## config.mk

```make
export PLATFORM = sky130hd
export DESIGN_NAME = ogru_front_flat
export DESIGN_NICKNAME = d
export VERILOG_FILES = /design/src/design/ogru_pkg.sv /design/src/design/ogru_if.sv /design/src/design/ogru_front.sv /design/src/flat_wrapper.sv
export SDC_FILE = /design/constraint.sdc
export NUM_CORES = 1
export LEC_CHECK = 0
export ABC_CLOCK_PERIOD_IN_PS = 7400
export CORE_MARGIN = 5
export CORE_UTILIZATION = 45
export DETAILED_ROUTE_END_ITERATION = 16
export DONT_BUFFER_PORTS = 1
export GPL_TIMING_DRIVEN = 0
export SLEW_MARGIN = 20
export SYNTH_ARGS = -nofsm -noshare
export SYNTH_HDL_FRONTEND = slang
export SYNTH_SLANG_ARGS = --single-unit
```

## constraint.sdc

```tcl
create_clock -name vclk -period 7.4
set_clock_uncertainty 0.2 [all_clocks]
set_input_delay 0 -clock vclk [all_inputs]
set_output_delay 0 -clock vclk [all_outputs]
set_load 0.02 [all_outputs]
```

## src/design/ogru_pkg.sv

```systemverilog
package ogru_pkg;

   localparam int MAX_WIDTH  = 128;
   localparam int MAX_HEIGHT = 128;
   localparam int CELLS      = MAX_WIDTH * MAX_HEIGHT;

   localparam int ADDR_W  = (CELLS > 1) ? $clog2(CELLS) : 1;
   localparam int CNT_W   = $clog2(CELLS + 1);
   localparam int X_W     = (MAX_WIDTH > 1) ? $clog2(MAX_WIDTH) : 1;
   localparam int Y_W     = (MAX_HEIGHT > 1) ? $clog2(MAX_HEIGHT) : 1;
   localparam int EW_W    = $clog2(MAX_WIDTH + 1);
   localparam int EH_W    = $clog2(MAX_HEIGHT + 1);

   localparam int COORD_W   = 16;
   localparam int DATA_W    = 8;
   localparam int DIM_W     = 8;
   localparam int CMD_W     = 2;
   localparam int ERR_W     = COORD_W + 4;
   localparam int CSR_IDX_W = 3;
   localparam int CSR_DATA_W = 8;
   localparam int Q_DEPTH   = 2;

   typedef enum logic [CMD_W-1:0] {
      OP_TRACE  = 2'd0,
      OP_UPDATE = 2'd1,
      OP_READ   = 2'd2,
      OP_CLEAR  = 2'd3
   } op_type;

   typedef enum logic [CSR_IDX_W-1:0] {
      REG_GRID_WIDTH     = 3'd0,
      REG_GRID_HEIGHT    = 3'd1,
      REG_FREE_DELTA     = 3'd2,
      REG_OCCUPIED_DELTA = 3'd3,
      REG_MAX_LOG_ODDS   = 3'd4,
      REG_MIN_LOG_ODDS   = 3'd5,
      REG_UNKNOWN_VALUE  = 3'd6
   } csr_reg_type;

   typedef enum logic [2:0] {
      B_INIT,
      B_IDLE,
      B_STEP,
      B_READ,
      B_MODIFY,
      B_CLEAR,
      B_RESP
   } back_state_type;

   typedef struct packed {
      logic        [DIM_W-1:0]  grid_width;
      logic        [DIM_W-1:0]  grid_height;
      logic signed [DATA_W-1:0] free_delta;
      logic signed [DATA_W-1:0] occupied_delta;
      logic signed [DATA_W-1:0] max_log_odds;
      logic signed [DATA_W-1:0] min_log_odds;
      logic signed [DATA_W-1:0] unknown_value;
   } cfg_type;

   // classified command handed from front to back
   typedef struct packed {
      op_type                    op;
      logic signed [COORD_W-1:0] x0;
      logic signed [COORD_W-1:0] y0;
      logic signed [COORD_W-1:0] x1;
      logic signed [COORD_W-1:0] y1;
      logic signed [ERR_W-1:0]   dx;
      logic signed [ERR_W-1:0]   dy;
      logic signed [ERR_W-1:0]   err;
      logic                      sx_neg;
      logic                      sy_neg;
      logic                      mark;
      logic signed [DATA_W-1:0]  delta;
   } cmd_type;

endpackage

```

## src/design/ogru_if.sv

```systemverilog
interface ogru_req_if;
   logic                                 valid;
   logic                                 ready;
   logic        [ogru_pkg::CMD_W-1:0]    cmd;
   logic signed [ogru_pkg::COORD_W-1:0]  start_x;
   logic signed [ogru_pkg::COORD_W-1:0]  start_y;
   logic signed [ogru_pkg::COORD_W-1:0]  end_x;
   logic signed [ogru_pkg::COORD_W-1:0]  end_y;
   logic                                 mark_end;
   logic signed [ogru_pkg::DATA_W-1:0]   delta;

   modport source (output valid, cmd, start_x, start_y, end_x, end_y, mark_end, delta,
                   input ready);
   modport sink (input valid, cmd, start_x, start_y, end_x, end_y, mark_end, delta,
                 output ready);
endinterface


```

## src/design/ogru_front.sv

```systemverilog
module ogru_front (
   input  logic                      clock,
   input  logic                      reset,
   ogru_req_if.sink                  req,
   input  logic                      init_busy,
   input  logic                      q_full,
   output logic                      push,
   output ogru_pkg::cmd_type         push_data
);

   logic signed [ogru_pkg::ERR_W-1:0] x0e, y0e, x1e, y1e;
   logic signed [ogru_pkg::ERR_W-1:0] dx, dy;

   assign req.ready = !q_full && !init_busy;
   assign push      = req.valid && req.ready;

   always_comb begin
      x0e = ogru_pkg::ERR_W'(req.start_x);
      y0e = ogru_pkg::ERR_W'(req.start_y);
      x1e = ogru_pkg::ERR_W'(req.end_x);
      y1e = ogru_pkg::ERR_W'(req.end_y);
      // dx is the positive span, dy the negated one
      dx  = (x1e > x0e) ? (x1e - x0e) : (x0e - x1e);
      dy  = (y1e > y0e) ? (y0e - y1e) : (y1e - y0e);

      push_data.op     = ogru_pkg::op_type'(req.cmd);
      push_data.x0     = req.start_x;
      push_data.y0     = req.start_y;
      push_data.x1     = req.end_x;
      push_data.y1     = req.end_y;
      push_data.dx     = dx;
      push_data.dy     = dy;
      push_data.err    = dx + dy;
      push_data.sx_neg = !(x0e < x1e);
      push_data.sy_neg = !(y0e < y1e);
      push_data.mark   = req.mark_end;
      push_data.delta  = req.delta;
   end

   a_no_push_in_init: assert property (@(posedge clock) disable iff (reset)
      init_busy |-> !push)
      else $error("command taken during store initialization");

   a_no_push_full: assert property (@(posedge clock) disable iff (reset)
      q_full |-> !push)
      else $error("command pushed into a full queue");

   a_op_matches: assert property (@(posedge clock) disable iff (reset)
      push |-> (push_data.op == ogru_pkg::op_type'(req.cmd)))
      else $error("classified op differs from command");

endmodule

```

## src/flat_wrapper.sv

```systemverilog
// flat-port wrapper written by rule: the top's interface ports become plain ports
module ogru_front_flat 
  (clock, reset, init_busy, q_full, push, push_data, req_valid, req_cmd, req_start_x, req_start_y, req_end_x, req_end_y, req_mark_end, req_delta, req_ready);
  ogru_req_if req_i ();
  input  logic clock;
  input  logic reset;
  input  logic init_busy;
  input  logic q_full;
  output logic push;
  output ogru_pkg::cmd_type push_data;
  input wire logic [$bits(req_i.valid)-1:0] req_valid;
  input wire logic [$bits(req_i.cmd)-1:0] req_cmd;
  input wire logic [$bits(req_i.start_x)-1:0] req_start_x;
  input wire logic [$bits(req_i.start_y)-1:0] req_start_y;
  input wire logic [$bits(req_i.end_x)-1:0] req_end_x;
  input wire logic [$bits(req_i.end_y)-1:0] req_end_y;
  input wire logic [$bits(req_i.mark_end)-1:0] req_mark_end;
  input wire logic [$bits(req_i.delta)-1:0] req_delta;
  output wire logic [$bits(req_i.ready)-1:0] req_ready;
  assign req_i.valid = req_valid;
  assign req_i.cmd = req_cmd;
  assign req_i.start_x = req_start_x;
  assign req_i.start_y = req_start_y;
  assign req_i.end_x = req_end_x;
  assign req_i.end_y = req_end_y;
  assign req_i.mark_end = req_mark_end;
  assign req_i.delta = req_delta;
  assign req_ready = req_i.ready;
  ogru_front u_core (.clock(clock), .reset(reset), .req(req_i), .init_busy(init_busy), .q_full(q_full), .push(push), .push_data(push_data));
endmodule
```

==> results of run 1 <==
-- area by class of cell --
type / instances / area [um2]
fillers: 994 / 4600
multi-input cells: 490 / 3760
repair buffers: 78 / 781
plain buffers: 100 / 697
inverters: 96 / 360
well taps: 136 / 170
-- routing by layer --
layer,global-route usage,vias to the layer above
li1,-,2483
met1,0.258,2282
met2,0.358,184
met3,0.0462,5
met4,0.0128,0
met5,0,-
-- Yosys cell counts, drive strengths merged, types with 5 or more instances --
cell type	number	area [um2]
a211oi	7	62.6
a21o	25	188
a21oi	65	329
and2	5	31.3
and3	5	36.3
buf	90	659
clkbuf	10	37.5
fa	5	100
ha	81	1010
inv	96	360
mux2	5	56.3
mux2i	10	100
nand2	43	164
nand2b	8	50.1
nand3	12	65.1
nand4	6	37.5
nor2	31	119
nor3	20	110
o21a	10	75.1
o21ai	30	150
o311ai	5	43.8
xnor2	25	219
xor2	12	105
-- metrics by stage --
step,hold WS (ns),std cells,power (mW),util,worst slack (ns)
2_1_floorplan,-0.120,686,0.940,-,2.40
3_3_place_gp,-0.115,822,1.12,0.481,1.52
3_5_place_dp,-0.115,822,1.14,0.481,1.39
4_1_cts,0.0427,900,1.17,0.556,1.37
5_1_grt,0.0655,900,1.26,0.556,1.02
6_report,0.0423,900,1.17,0.556,1.30
-- final timing paths --
check,start,end,slack (ns),depth (start not counted)
setup / recovery,req_end_x[12],push_data[29],1.30,21
hold / removal,init_busy,push,0.04,2
-- power groups by stage --
stage	Clock, mW	Sequential, mW	Combinational [mW]
after global placement	0	0	1.12
after CTS	0	0	1.17
after floorplan	0	0	0.940
final	0	0	1.17
after detailed placement	0	0	1.14
after global routing	0	0	1.26
-- logic make-up after synthesis --
logic type,count (synthesis)
compound gates,195
xor+xnor,37
fa+ha+maj,88
buf+inv,196
mux,15
simple gates,155
-- repair_timing --
item / CTS / global route
hold buffers: 78 / 0
buffers inserted: 0 / 0
endpoints found under the hold margin: 77 / 0
==> flow_summary.ini, run 1 <==
[run_status]
outcome = finished, final reports clean

[pwr]
sw_frac_of_total = 0.672
sequentialPowerShare = 0
power_frac_comb = 1.000
pwr_density_cell_nw_per_um2 = 202
ir_worst_vdd_mv = 0.212
power.switching_mw = 0.784
p_int_mw = 0.383
p_leak_nw = 2.93
p_clk_frac = 0

[synth]
syn-num-nets = 852
synth_cell_type_count = 79
synth_mux_area_frac = 0.0325
synthesis.area_um2 = 4810
avgSynthCellArea_um2 = 7.02
synth-xor-area-share = 0.0673
synth-simple-area-share = 0.167
synthAdderAreaFrac = 0.236
synth_top_family_by_area = compound AO/OA/AOI/OAI gates
ys_seq_area_frac = 0
synth_compound_gate_area_share = 0.278
netlist_instances = 686
synth_warnings = 0

[global_route]
grt_pass1_wl_um = 22200
grtUsageTotal = 0.201
antenna_found_initial = 0
grt_max_degree = 11
grt_pass1_vias = 4643
overflow = 0

[finish]
syn_to_final_growth_pct = 19.9
drive_gt1_frac = 0.154
final_cell_mix = inv_1, ha_1, buf_4
final_area_um2 = 5770
regArea_um2 = 0
antenna_cells = 0
nFlopsAndLatches = 0
nets = 932
clock_buffers = 0
layout_commonest_cell = inv_1

[sta]
finalCritPeriodShare = 0.824
worstMarginPinSlew_ns = 0.987
layout_min_cycle_time_ns = 6.10
final_max_slew_viol_count = 0
fin_setup_tns_ns = 0
hold_viol = 0
clock.fmax_ghz = 0.164
rsz0062_at_grt = no
finalSetupViolCount = 0
slew_headroom = 0.333

[drt]
drt_pass1_iterations = 4
drt_iter0_markers = 218
wl_per_cell_um = 15.6
final_antenna_net_count = 0
num_vias = 4954
drt_wl_total_um = 14100
route.met3.wl_um = 1420
top_layer = met4
wl_met2_um = 6620
drc = 0
vias_per_cell = 5.50
met1Wirelength_um = 5970

[worst_setup_path]
crit_arrival_ns = 5.90
crit_family = compound AO/OA/AOI/OAI gates
path_common_cell = a21oi_1
crit_buf_inv = 4
cpMaxStageDelayCell = o41ai_1
worstPathMaxFanout = 10
start_kind = input pin
cpPeakStageDelay_ns = 0.80
critical_path_class = input pin to output port
crit_path_end_kind = output port
crit_chain = inv_1 -> ha_1 -> buf_2 -> a21oi_1 -> o21ai_1 -> a221oi_1 -> a31oi_2 -> nor2_2 -> clkbuf_1 -> mux2i_1 -> xnor2_1 -> ha_1 -> a21o_1 -> a21oi_1 -> inv_1 -> a21oi_1 -> o21a_1 -> o311a_1 -> nor4_2 -> o21a_1 -> o41ai_1
worst-endpoint-required_ns = 7.20

[floorplan]
dieArea_um2 = 12900
initial_utilization = 0.464
num_io_pins = 219
row_count = 37
coreArea_um2 = 10400
fp.dieW_um = 113
die-height_um = 113

[placed_design]
dp_hpwl_um = 11700
port_buffers = 0
place_area_um2 = 4980
place_congestion = 0.939

[run]
max_cap_violations = 0

[clocking]
cts_resized = 0

[min_path]
min_path_type = input pin to output port
(Power assumes the default switching activity.)
==> run 2: changes to the inputs <==
- ABC_CLOCK_PERIOD_IN_PS: 7400 -> 6000
- clock period: 7.4 -> 6 ns (I/O delays scaled with it)
==> run 2 against run 1 <==
Against the previous run:
- via count down 0.85%
- total power rose by 25%
- clock-buffer cell count is the same
- setup slack lost 0.89 ns
- final cell count did not move
- first-iteration DRC count is 2.3% higher
- global-route usage hardly changed
- utilization is 0.23 points higher
- wire length grew 0.34%
- sequential cell count is the same
- critical path depth fell by 1
- critical path type unchanged
==> flow_summary.ini, run 2 (synthesis results as in run 1) <==
[sta]
finalCritPeriodShare = 0.931
final_max_slew_viol_count = 0
rsz0062_at_grt = no
worstMarginPinSlew_ns = 0.780
layout_min_cycle_time_ns = 5.59
hold_viol = 0
finalSetupViolCount = 0
clock.fmax_ghz = 0.179
slew_headroom = 0.480

[worst_setup_path]
critical_path_class = input pin to output port
crit_buf_inv = 4
crit_chain = inv_1 -> ha_1 -> buf_2 -> nand4_1 -> nor2_1 -> a41oi_1 -> o221ai_1 -> nand2_1 -> clkbuf_1 -> mux2i_1 -> xor2_1 -> ha_1 -> nand2_1 -> o21ai_0 -> inv_1 -> maj3_2 -> a211o_1 -> a211oi_2 -> nor2_1 -> o311ai_2
startpoint = req_end_y[5]
crit_arrival_ns = 5.39
cpMaxStageDelayCell = xor2_1
crit_family = compound AO/OA/AOI/OAI gates
start_kind = input pin
worstPathMaxFanout = 10
worst-endpoint-required_ns = 5.80
crit_path_end_kind = output port
cpPeakStageDelay_ns = 0.56

[run]
max_cap_violations = 0

[placed_design]
port_buffers = 0
placedCellCount = 822
dp_hpwl_um = 11700
place_congestion = 0.939

[global_route]
overflow = 0
grt_pass1_wl_um = 22300
grt_max_degree = 11
grt_pass1_vias = 4656
grtUsageTotal = 0.201
antenna_found_initial = 0

[floorplan]
initial_utilization = 0.464
num_io_pins = 219
row_count = 37
fp.dieW_um = 113
die-height_um = 113
coreArea_um2 = 10400
dieArea_um2 = 12900

[drt]
drt_pass1_iterations = 5
final_antenna_net_count = 0
route.met3.wl_um = 1420
wl_met2_um = 6630
num_vias = 4912
drt_wl_total_um = 14100
top_layer = met4
met1Wirelength_um = 6000
drt_iter0_markers = 223
drc = 0
vias_per_cell = 5.46
wl_per_cell_um = 15.7

[min_path]
hold_start = init_busy
min_path_type = input pin to output port

[finish]
nFlopsAndLatches = 0
layout_commonest_cell = inv_1
antenna_cells = 0
nets = 932
final_cell_mix = inv_1, ha_1, buf_4
final_cells = 900
syn_to_final_growth_pct = 20.3
drive_gt1_frac = 0.160
regArea_um2 = 0
clock_buffers = 0

[pwr]
power.total_mw = 1.46
pwr_density_cell_nw_per_um2 = 252
p_leak_nw = 2.94
ir_worst_vdd_mv = 0.260

[clocking]
post_cts_buffers = 0

[run_status]
outcome = finished, final reports clean
## run 2: cell counts in the layout (fill, tap and decap cells not counted)
Identical to the previous run, type by type.
## run 2: path summary, 6_finish.rpt
kind | to | slack (ns) | depth (start not counted)
worst max-delay path | push_data[26] | 0.41 | 20
worst min-delay path | push | 0.04 | 2
## run 2: timing repair
action / 4_1_cts / 5_1_grt
hold buffers: 78 / 0
resized for setup: 1 / 4
hold endpoints to repair: 77 / 0
endpoints found under the setup margin: 1 / 3
## run 2: through the flow
step	utilization	area [um2]	hold WS, ns	setup slack (ns)	TNS [ns]
after floorplan	-	4810	-0.120	1.00	0
after global placement	0.481	4980	-0.115	0.117	0
after detailed placement	0.481	4980	-0.115	-0.00973	-0.00973
after CTS	0.557	5770	0.0427	0.136	0
after global routing	0.559	5790	0.0655	0.0188	0
final	0.559	5790	0.0423	0.413	0
## run 2: cell type report
| type | instances | area [um2] |
|---|---|---|
| Buffer | 100 | 698 |
| Fill cell | 991 | 4580 |
| Inverter | 96 | 360 |
| Multi-Input combinational cell | 490 | 3780 |
| Tap cell | 136 | 170 |
| Timing Repair Buffer | 78 | 781 |
## run 2: metal layers
metal,track usage,vias up
li1,-,2482
met4,0.0128,0
met2,0.359,175
met1,0.258,2250
met5,0,-
met3,0.0462,5
## run 2: power by group
group	switching (mW)	total [mW]	internal, mW	leakage, nW
clock network	0	0	0	0
logic	0.977	1.46	0.481	2.94
registers	0	0	0	0
