==> src/design/ogru_pkg.sv <==
package ogru_pkg;

   localparam int MAX_WIDTH  = 128;
   localparam int MAX_HEIGHT = 128;
   localparam int CELLS      = MAX_WIDTH * MAX_HEIGHT;

   localparam int ADDR_W  = (CELLS > 1) ? $clog2(CELLS) : 1;
   localparam int CNT_W   = $clog2(CELLS + 1);
   localparam int X_W     = (MAX_WIDTH > 1) ? $clog2(MAX_WIDTH) : 1;
   localparam int Y_W     = (MAX_HEIGHT > 1) ? $clog2(MAX_HEIGHT) : 1;
   localparam int EW_W    = $clog2(MAX_WIDTH + 1);
   localparam int EH_W    = $clog2(MAX_HEIGHT + 1);

   localparam int COORD_W   = 16;
   localparam int DATA_W    = 8;
   localparam int DIM_W     = 8;
   localparam int CMD_W     = 2;
   localparam int ERR_W     = COORD_W + 4;
   localparam int CSR_IDX_W = 3;
   localparam int CSR_DATA_W = 8;
   localparam int Q_DEPTH   = 2;

   typedef enum logic [CMD_W-1:0] {
      OP_TRACE  = 2'd0,
      OP_UPDATE = 2'd1,
      OP_READ   = 2'd2,
      OP_CLEAR  = 2'd3
   } op_type;

   typedef enum logic [CSR_IDX_W-1:0] {
      REG_GRID_WIDTH     = 3'd0,
      REG_GRID_HEIGHT    = 3'd1,
      REG_FREE_DELTA     = 3'd2,
      REG_OCCUPIED_DELTA = 3'd3,
      REG_MAX_LOG_ODDS   = 3'd4,
      REG_MIN_LOG_ODDS   = 3'd5,
      REG_UNKNOWN_VALUE  = 3'd6
   } csr_reg_type;

   typedef enum logic [2:0] {
      B_INIT,
      B_IDLE,
      B_STEP,
      B_READ,
      B_MODIFY,
      B_CLEAR,
      B_RESP
   } back_state_type;

   typedef struct packed {
      logic        [DIM_W-1:0]  grid_width;
      logic        [DIM_W-1:0]  grid_height;
      logic signed [DATA_W-1:0] free_delta;
      logic signed [DATA_W-1:0] occupied_delta;
      logic signed [DATA_W-1:0] max_log_odds;
      logic signed [DATA_W-1:0] min_log_odds;
      logic signed [DATA_W-1:0] unknown_value;
   } cfg_type;

   // classified command handed from front to back
   typedef struct packed {
      op_type                    op;
      logic signed [COORD_W-1:0] x0;
      logic signed [COORD_W-1:0] y0;
      logic signed [COORD_W-1:0] x1;
      logic signed [COORD_W-1:0] y1;
      logic signed [ERR_W-1:0]   dx;
      logic signed [ERR_W-1:0]   dy;
      logic signed [ERR_W-1:0]   err;
      logic                      sx_neg;
      logic                      sy_neg;
      logic                      mark;
      logic signed [DATA_W-1:0]  delta;
   } cmd_type;

endpackage

==> src/design/ogru_queue.sv <==
module ogru_queue (
   input  logic                clock,
   input  logic                reset,
   input  logic                push,
   input  ogru_pkg::cmd_type   push_data,
   output logic                full,
   input  logic                pop,
   output logic                pop_valid,
   output ogru_pkg::cmd_type   pop_data
);

   localparam int PTR_W = (ogru_pkg::Q_DEPTH > 1) ? $clog2(ogru_pkg::Q_DEPTH) : 1;
   localparam int FILL_W = $clog2(ogru_pkg::Q_DEPTH + 1);

   ogru_pkg::cmd_type entry_ff [ogru_pkg::Q_DEPTH];
   logic [PTR_W-1:0]  wr_ptr_ff, wr_ptr_in;
   logic [PTR_W-1:0]  rd_ptr_ff, rd_ptr_in;
   logic [FILL_W-1:0] fill_ff, fill_in;
   logic              do_push, do_pop;

   assign full      = (fill_ff == FILL_W'(ogru_pkg::Q_DEPTH));
   assign pop_valid = (fill_ff != '0);
   assign pop_data  = entry_ff[rd_ptr_ff];
   assign do_push   = push && !full;
   assign do_pop    = pop && pop_valid;

   always_comb begin
      wr_ptr_in = wr_ptr_ff;
      rd_ptr_in = rd_ptr_ff;
      fill_in   = fill_ff;
      if (do_push) begin
         wr_ptr_in = (wr_ptr_ff == PTR_W'(ogru_pkg::Q_DEPTH - 1)) ? '0 : wr_ptr_ff + 1'b1;
      end
      if (do_pop) begin
         rd_ptr_in = (rd_ptr_ff == PTR_W'(ogru_pkg::Q_DEPTH - 1)) ? '0 : rd_ptr_ff + 1'b1;
      end
      if (do_push && !do_pop) begin
         fill_in = fill_ff + 1'b1;
      end else if (do_pop && !do_push) begin
         fill_in = fill_ff - 1'b1;
      end
   end

   always_ff @(posedge clock) begin
      if (reset) begin
         wr_ptr_ff <= '0;
         rd_ptr_ff <= '0;
         fill_ff   <= '0;
      end else begin
         wr_ptr_ff <= wr_ptr_in;
         rd_ptr_ff <= rd_ptr_in;
         fill_ff   <= fill_in;
      end
   end

   always_ff @(posedge clock) begin
      if (do_push) begin
         entry_ff[wr_ptr_ff] <= push_data;
      end
   end

   a_fill_bound: assert property (@(posedge clock) disable iff (reset)
      fill_ff <= FILL_W'(ogru_pkg::Q_DEPTH))
      else $error("queue fill beyond depth");

   a_fill_track: assert property (@(posedge clock) disable iff (reset)
      (do_push && !do_pop) |=> (fill_ff == $past(fill_ff) + 1'b1))
      else $error("queue fill not tracking push");

   a_empty_ptrs: assert property (@(posedge clock) disable iff (reset)
      (fill_ff == '0) |-> (wr_ptr_ff == rd_ptr_ff))
      else $error("empty queue with pointers apart");

endmodule

==> config.mk <==
export PLATFORM = sky130hd
export DESIGN_NAME = ogru_queue
export DESIGN_NICKNAME = d
export VERILOG_FILES = /design/src/design/ogru_pkg.sv /design/src/design/ogru_queue.sv
export SDC_FILE = /design/constraint.sdc
export NUM_CORES = 1
export LEC_CHECK = 0
export BUFFER_PORTS_ARGS = -buffer_cell sky130_fd_sc_hd__buf_2
export CORE_MARGIN = 2
export CORE_UTILIZATION = 50
export CTS_CLUSTER_DIAMETER = 40
export DETAILED_ROUTE_END_ITERATION = 8
export GPL_TIMING_DRIVEN = 0
export PLACE_DENSITY = 0.84
export RECOVER_POWER = 100
export SLEW_MARGIN = 20
export SYNTH_ARGS = -nofsm -noshare
export SYNTH_HDL_FRONTEND = slang
export SYNTH_SLANG_ARGS = --single-unit
==> constraint.sdc <==
create_clock -name clock -period 8.2 [get_ports clock]
set_clock_uncertainty 0.05 [all_clocks]
set_input_delay 1.64 -clock clock [delete_from_list [all_inputs] [get_ports clock]]
set_output_delay 1.64 -clock clock [all_outputs]
set_load 0.01 [all_outputs]
==> results by group, run 1 <==
Floorplanning
  – Core area: 20100 µm²
  – Die W: 146 µm
  – Ports: 280
  – Starting Density: 50.5%
  – Die Y: 146 µm
  – Total die area: 21500 µm²
  – Rows: 52

Timing
  – RSZ-0062 raised after global routing: no
  – Crit path time final: 5420 ps
  – Worst-Margin Slew: 2890 ps
  – Setup_tns: 0 ps
  – Hold slack: 442 ps
  – Fmax: 185 MHz
  – Post-route clock period utilization: 66.1%
  – Max transition margin: -93.0%
  – Fin. max-slew vios: 232
  – Final hold violations: 0
  – Final setup violation count: 0

Final layout
  – Layout cells sized above 1: 35.6%
  – Non-filler instance count after layout: 1063
  – Area grow syn2layout: 24.1%
  – Footprint of the multi-input gates: 1650 µm²
  – Layout Nets: 909
  – Fill count: 1476
  – FF+latch area: 8330 µm²

Setup path
  – Crit start category: input pin
  – Endpoint type of the worst setup path: flop
  – Worst path max stage delay: 1700 ps
  – Crit path cell chain: buf_2 > inv_1 > or3_1 > clkinvlp_2 > clkbuf_2
  – CP max stage cell: clkbuf_2
  – Critical path arrival: 5110 ps
  – Worst Path Required: 7890 ps
  – Reg2Reg Depth: 4
  – CP Max Fanout: 101
  – Critical path class: input pin to flop

Worst hold path
  – Hold Path Cell Cnt: 2
  – Hold Path Class: flop to flop

Power and ir drop
  – Maximum VDD drop: 0.266 mV
  – Lkg Pwr: 0.00426 µW
  – Sw Ratio: 27.0%
  – Sequential Power Share: 45.5%
  – Internal: 2970 µW
  – Clock share of power: 32.6%
  – Switching pwr: 1100 µW
  – Combinational share of power: 22.0%
  – PwrDens: 323 nW/µm²

Clock network
  – CTS tree: yes
  – Latest clock arrival within the worst-skew pair: 540 ps
  – CTS buffer count: 31
  – CTS Hold Bufs: 0
  – Worst-path clk slew: 60 ps
  – H-tree Lvls: 1
  – CTS resizes: 0
  – Max Root-Sink Buffers: 3
  – Root buffer cell: clkbuf_16
  – Post-CTS Setup Bufs: 0
  – TritonCTS sink count: 279

Route
  – Post-route DRC violation count: 0
  – DR vias/cell: 4.98
  – Vias post-DR: 5290
  – Detail Route Antenna Nets: 0
  – DR pass1 iterations: 6
  – Routed Wire Length: 19.2 mm
  – DRT iter0 DRCs: 247
  – Wirelength per Cell: 18.1 µm

Synthesis
  – Synthesized area: 10200 µm²
  – Syn_area_per_cell: 22.5 µm²
  – Seq/Total Area, Yosys: 82.0%
  – Yosys warns: 0
  – Syn Nets: 593
  – Yosys cell types: 15
  – Syn Inst Count: 451
  – #FFs+latches synth: 279

Placement
  – Placed Cells: 1004
  – I/O Buffers: 279
  – GPL Wtd Cong: 0.751
  – Hpwl dp: 12.7 mm

Outcome
  – Status: complete, but fails checks
  – Failing checks: max-capacitance violations, max-slew violations

Global routing
  – GRT Util Overall: 17.3%
  – Largest net degree at the start of global routing: 102
  – Vias in the first global route: 5461
  – Initial antenna violation count: 3
  – First-pass GRT wire length: 28.8 mm
  – Grt total ovfl: 0

Run
  – MaxCap Viol Count: 4
-- power by group through the flow --
| stage | registers [µW] | logic (µW) | clock network [µW] |
|---|---|---|---|
| 3_3_place_gp | 1900 | 979 | 0 |
| 2_1_floorplan | 1880 | 625 | 0 |
| 5_1_grt | 1870 | 967 | 1410 |
| 4_1_cts | 1830 | 1020 | 1350 |
| 3_5_place_dp | 1860 | 1020 | 0 |
| 6_report | 1850 | 894 | 1320 |
-- path summary, 6_finish.rpt --
kind	start	endpoint	slack, ps
max	push	entry_ff[0][17]	2780
min	wr_ptr_ff	wr_ptr_ff	440
max reg2reg	fill_ff[1]	entry_ff[0][17]	3370
min reg2reg	wr_ptr_ff	wr_ptr_ff	440
-- registers in the layout, summed over array words and instances (netlist names), named ones only --
signal and count:
rd_ptr_ff 1, fill_ff 2, entry_ff 274, wr_ptr_ff 1
-- metrics by stage --
stage | power (µW) | worst slack [ps] | utilization [%] | instance area (µm²)
final | 4070 | 2780 | 62.6 | 12600
after global routing | 4240 | 2340 | 62.6 | 12600
after CTS | 4210 | 4610 | 64.6 | 13000
after detailed placement | 2880 | 4730 | 59.6 | 12000
after global placement | 2870 | 867 | 59.1 | 11900
after floorplan | 2500 | 2670 | - | 10200
-- area by class of cell --
class / count / share of cell area (%)
tap: 270 / 2.68
buffer: 15 / 0.447
antenna: 3 / 0.0596
sequential: 279 / 66.1
multi-input combinational: 155 / 13.1
clock buffer: 37 / 6.34
clock inverter: 19 / 1.62
inverter: 2 / 0.0695
timing repair buffer: 283 / 9.54
-- kinds of logic (layout without fill, tap and decap cells) --
group / count (synthesis) / count (layout) / synth area share [%]
muxes: 137 / 137 / 15.2
and+or+nand+nor: 9 / 9 / 0.481
xor gates and xnor gates: 3 / 3 / 0.259
buffers and inverters: 17 / 356 / 1.66
DFF: 279 / 279 / 82.0
adders and majority gates: 1 / 1 / 0.123
AOI/OAI and AO/OA: 5 / 5 / 0.246
other: 0 / 3 / 0
-- cell usage after synthesis --
library cell	n	area share [%]
buf_6	13	1.4
a21oi_1	2	0.099
edfxtp_1	274	81
dfxtp_1	5	0.99
inv_1	2	0.074
nor2b_2	1	0.086
buf_4	2	0.15
mux2_2	137	15
or2_2	1	0.062
xor2_1	3	0.26
nor2_1	4	0.15
ha_1	1	0.12
and2_1	1	0.062
or3_1	2	0.12
o21ai_0	3	0.15
-- placed cells by master, fill, tap and decap left out --
| cell | synthesis | layout |
|---|---|---|
| a21oi_1 | 2 | 2 |
| and2_0 | 0 | 1 |
| buf_12 | 0 | 1 |
| buf_2 | 0 | 97 |
| bufinv_16 | 0 | 3 |
| clkbuf_1 | 0 | 205 |
| clkbuf_16 | 0 | 31 |
| clkbuf_2 | 0 | 1 |
| clkinv_1 | 0 | 3 |
| clkinv_2 | 0 | 3 |
| clkinv_4 | 0 | 1 |
| clkinvlp_2 | 0 | 1 |
| clkinvlp_4 | 0 | 4 |
| dfxtp_1 | 5 | 5 |
| diode_2 | 0 | 3 |
| edfxtp_1 | 274 | 274 |
| ha_1 | 1 | 1 |
| inv_1 | 2 | 1 |
| inv_6 | 0 | 3 |
| inv_8 | 0 | 2 |
| mux2_1 | 0 | 4 |
| mux2_2 | 137 | 133 |
| nor2_1 | 4 | 4 |
| nor2b_1 | 0 | 1 |
| o21ai_0 | 3 | 3 |
| or2_2 | 1 | 1 |
| or3_1 | 2 | 2 |
| xor2_1 | 3 | 3 |
-- routing by layer --
| layer | track usage [%] | up-vias | share of wire (%) |
|---|---|---|---|
| met4 | 6.89 | 0 | 3.4 |
| met5 | 0 | - | 0 |
| met1 | 19.6 | 2589 | 35 |
| li1 | - | 2435 | - |
| met2 | 30.6 | 222 | 52 |
| met3 | 5.56 | 44 | 8.8 |
-- critical path: cells and delay by family --
kind                   cells  cell delay, ps
AND/OR/NAND/NOR            1             150
buffers and inverters      4            3210
No activity file was read; power rests on OpenSTA's default activity.
==> inputs of run 2 (changes only) <==
--- a/config.mk
+++ b/config.mk
@@ -7,11 +7,11 @@
 export LEC_CHECK = 0
 export BUFFER_PORTS_ARGS = -buffer_cell sky130_fd_sc_hd__buf_2
 export CORE_MARGIN = 2
-export CORE_UTILIZATION = 50
+export CORE_UTILIZATION = 47
 export CTS_CLUSTER_DIAMETER = 40
 export DETAILED_ROUTE_END_ITERATION = 8
 export GPL_TIMING_DRIVEN = 0
-export PLACE_DENSITY = 0.84
+export PLACE_DENSITY = 0.83
 export RECOVER_POWER = 100
 export SLEW_MARGIN = 20
 export SYNTH_ARGS = -nofsm -noshare
==> constraint.sdc (replaced) <==
create_clock -name clock -period 4.7 [get_ports clock]
set_clock_uncertainty 0.05 [all_clocks]
set_input_delay 0.94 -clock clock [delete_from_list [all_inputs] [get_ports clock]]
set_output_delay 0.94 -clock clock [all_outputs]
set_load 0.01 [all_outputs]
==> run 2 against run 1 <==
The run still ends with max-capacitance violations, max-slew violations left. Via count decreased by 0.66%. Worst setup slack got worse by 1600 ps. Register-to-register slack got worse by 2100 ps. Sequential power increased by 74%. Utilization decreased by 2.6 points. Die area increased by 6.2%. Clock-buffer cell count decreased by 5. Total power increased by 75%. Clock power increased by 71%. Routed wire length increased by 1.8%. Hold slack improved by 2.8 ps. Sequential share of layout area decreased by 0.31 points. Critical path type unchanged.
==> results by group, run 2 (synthesis results as in run 1) <==
Global routing
  – Grt total ovfl: 0 (unchanged)
  – First-pass GRT wire length: 28.8 mm (+0.24%)
  – Largest net degree at the start of global routing: 87 (-15%)
  – Initial antenna violation count: 1 (-2)
  – GRT Util Overall: 16.5% (-0.83 points)
  – Vias in the first global route: 5688 (+4.2%)

Placement
  – GPL Wtd Cong: 0.747 (-0.51%)
  – Setup WS pre-CTS: 1730 ps (-3000 ps)
  – Hpwl dp: 13.0 mm (+2.1%)
  – Placed cell area: 12000 µm² (-0.12%)
  – I/O Buffers: 279 (unchanged)

Timing
  – Fin. max-slew vios: 87 (-63%)
  – Hold slack: 445 ps (+2.85 ps)
  – Fmax: 284 MHz
  – RSZ-0062 raised after global routing: no
  – Setup_tns: 0 ps (unchanged)
  – Worst-Margin Slew: 2240 ps (-657 ps)
  – Post-route clock period utilization: 74.9%
  – Max transition margin: -49.2% (+44 points)
  – Final setup violation count: 0 (unchanged)
  – Final hold violations: 0 (unchanged)
  – Crit path time final: 3520 ps
  – PnR worst setup slack: 1180 ps (-1600 ps)

Clock network
  – CTS tree: yes
  – CTS buffer count: 31 (unchanged)
  – Latest clock arrival within the worst-skew pair: 520 ps (-20 ps)
  – H-tree Lvls: 1 (unchanged)
  – CTS Hold Bufs: 0 (unchanged)
  – Worst-path clk slew: 60 ps (about the same)
  – Max Root-Sink Buffers: 3 (unchanged)
  – CTS resizes: 0 (unchanged)
  – Root buffer cell: clkbuf_16
  – TritonCTS sink count: 279 (unchanged)
  – Post-CTS Setup Bufs: 0 (unchanged)

Route
  – DRT iter0 DRCs: 194 (-21%)
  – DR pass1 iterations: 5 (-1)
  – Vias post-DR: 5255 (-0.66%)
  – Wirelength per Cell: 18.4 µm (+1.8%)
  – Post-route DRC violation count: 0 (unchanged)
  – Routed Wire Length: 19.5 mm (+1.8%)
  – DR vias/cell: 4.94 (-0.66%)
  – Detail Route Antenna Nets: 0 (unchanged)

Floorplanning
  – Total die area: 22800 µm² (+6.2%)
  – Die W: 151 µm (+3.1%)
  – Starting Density: 48.1% (-2.4 points)
  – Ports: 280 (unchanged)
  – Core area: 21100 µm² (+4.9%)
  – Die Y: 151 µm (+3.1%)
  – Rows: 53 (+1.9%)

Final layout
  – Fill count: 1651 (+12%)
  – Max reg flops: 274 (unchanged)
  – Biggest regs: entry_ff: 274 flops, fill_ff: 2 flops
  – Commonest non-fill, non-tap cell in the layout: edfxtp_1
  – Layout Nets: 908 (-0.11%)
  – Fin area: 12700 µm² (+0.47%)
  – Layout cells sized above 1: 37.1% (+1.5 points)
  – Area grow syn2layout: 24.6%
  – Most frequent cells in the layout: edfxtp_1 (274), clkbuf_1 (188), mux2_2 (136)
  – Largest Register: entry_ff

Setup path
  – Endpoint type of the worst setup path: flop
  – Crit path cell chain: buf_2 > inv_1 > or3_1 > inv_8 > clkbuf_2
  – Critical path class: input pin to flop
  – Crit start category: input pin
  – CP max stage cell: clkbuf_2
  – Critical path arrival: 3580 ps (-1530 ps)
  – Worst path bufs/invs: 4 (unchanged)
  – CP Max Fanout: 86 (-15%)
  – Family with the most delay on the worst path: buffers and inverters
  – Worst path max stage delay: 1660 ps (-40 ps)
  – Worst Path Required: 4760 ps (-3130 ps)

Outcome
  – Failing checks: max-capacitance violations, max-slew violations
  – Status: complete, but fails checks

Power and ir drop
  – Lkg Pwr: 0.00432 µW (+1.2%)
  – Maximum VDD drop: 0.369 mV (+39%)
  – PwrDens: 561 nW/µm² (+74%)
  – Pwr Total: 7100 µW (+75%)

Run
  – MaxCap Viol Count: 1 (-3)

Worst hold path
  – Hold Path Class: flop to flop
-- run 2: changes by cell type in the layout (fill, tap and decap cells not counted), sizes merged --
cell and change:
clkbuf -16, inv -2, diode -2, clkinv +8, buf +10, clkinvlp -3
-- run 2: layout make-up --
type                    count  area, µm²  share of cell area (%)
inverters                   2       15.0                   0.119
clock inverters            22        199                    1.57
plain buffers              15        131                    1.04
repair buffers            282       1200                    9.47
clock buffers              32        779                    6.16
diodes                      1       2.50                  0.0198
flip-flops and latches    279       8330                    65.8
multi-input cells         155       1660                    13.1
well taps                 275        344                    2.72
-- run 2: power breakdown --
part | switching, µW | total (µW) | internal [µW] | leakage, µW
clock network | 902 | 2260 | 1360 | 0.000472
registers | 72.8 | 3210 | 3140 | 0.00260
logic | 931 | 1620 | 689 | 0.00124
-- run 2: metal layers --
layer,wire length [µm],GRT usage [%],vias up
li1,-,-,2436
met1,7150,17.8,2556
met2,10000,29.8,218
met3,1810,5.87,43
met4,533,6.12,2
met5,13,0,-
-- run 2: per-stage QoR --
step           std cells  util (%)
6_report            1063      60.0
5_1_grt             1062      60.0
4_1_cts             1062      61.4
3_5_place_dp        1008      56.8
3_3_place_gp        1005      56.4
2_1_floorplan        451         -
-- run 2: worst min-delay path: stages, from the launching register on --
cell     delay [ps]
dfxtp_1         310
o21ai_0          70
a21oi_1          60
-- run 2: worst paths after layout --
path / start / endpoint / slack (ps) / cells past startpoint
hold / removal: wr_ptr_ff / wr_ptr_ff / 450 / 2
hold reg to reg: wr_ptr_ff / wr_ptr_ff / 450 / 2
setup / recovery: push / entry_ff[0][7] / 1180 / 5
setup reg to reg: fill_ff[0] / entry_ff[0][7] / 1240 / 4
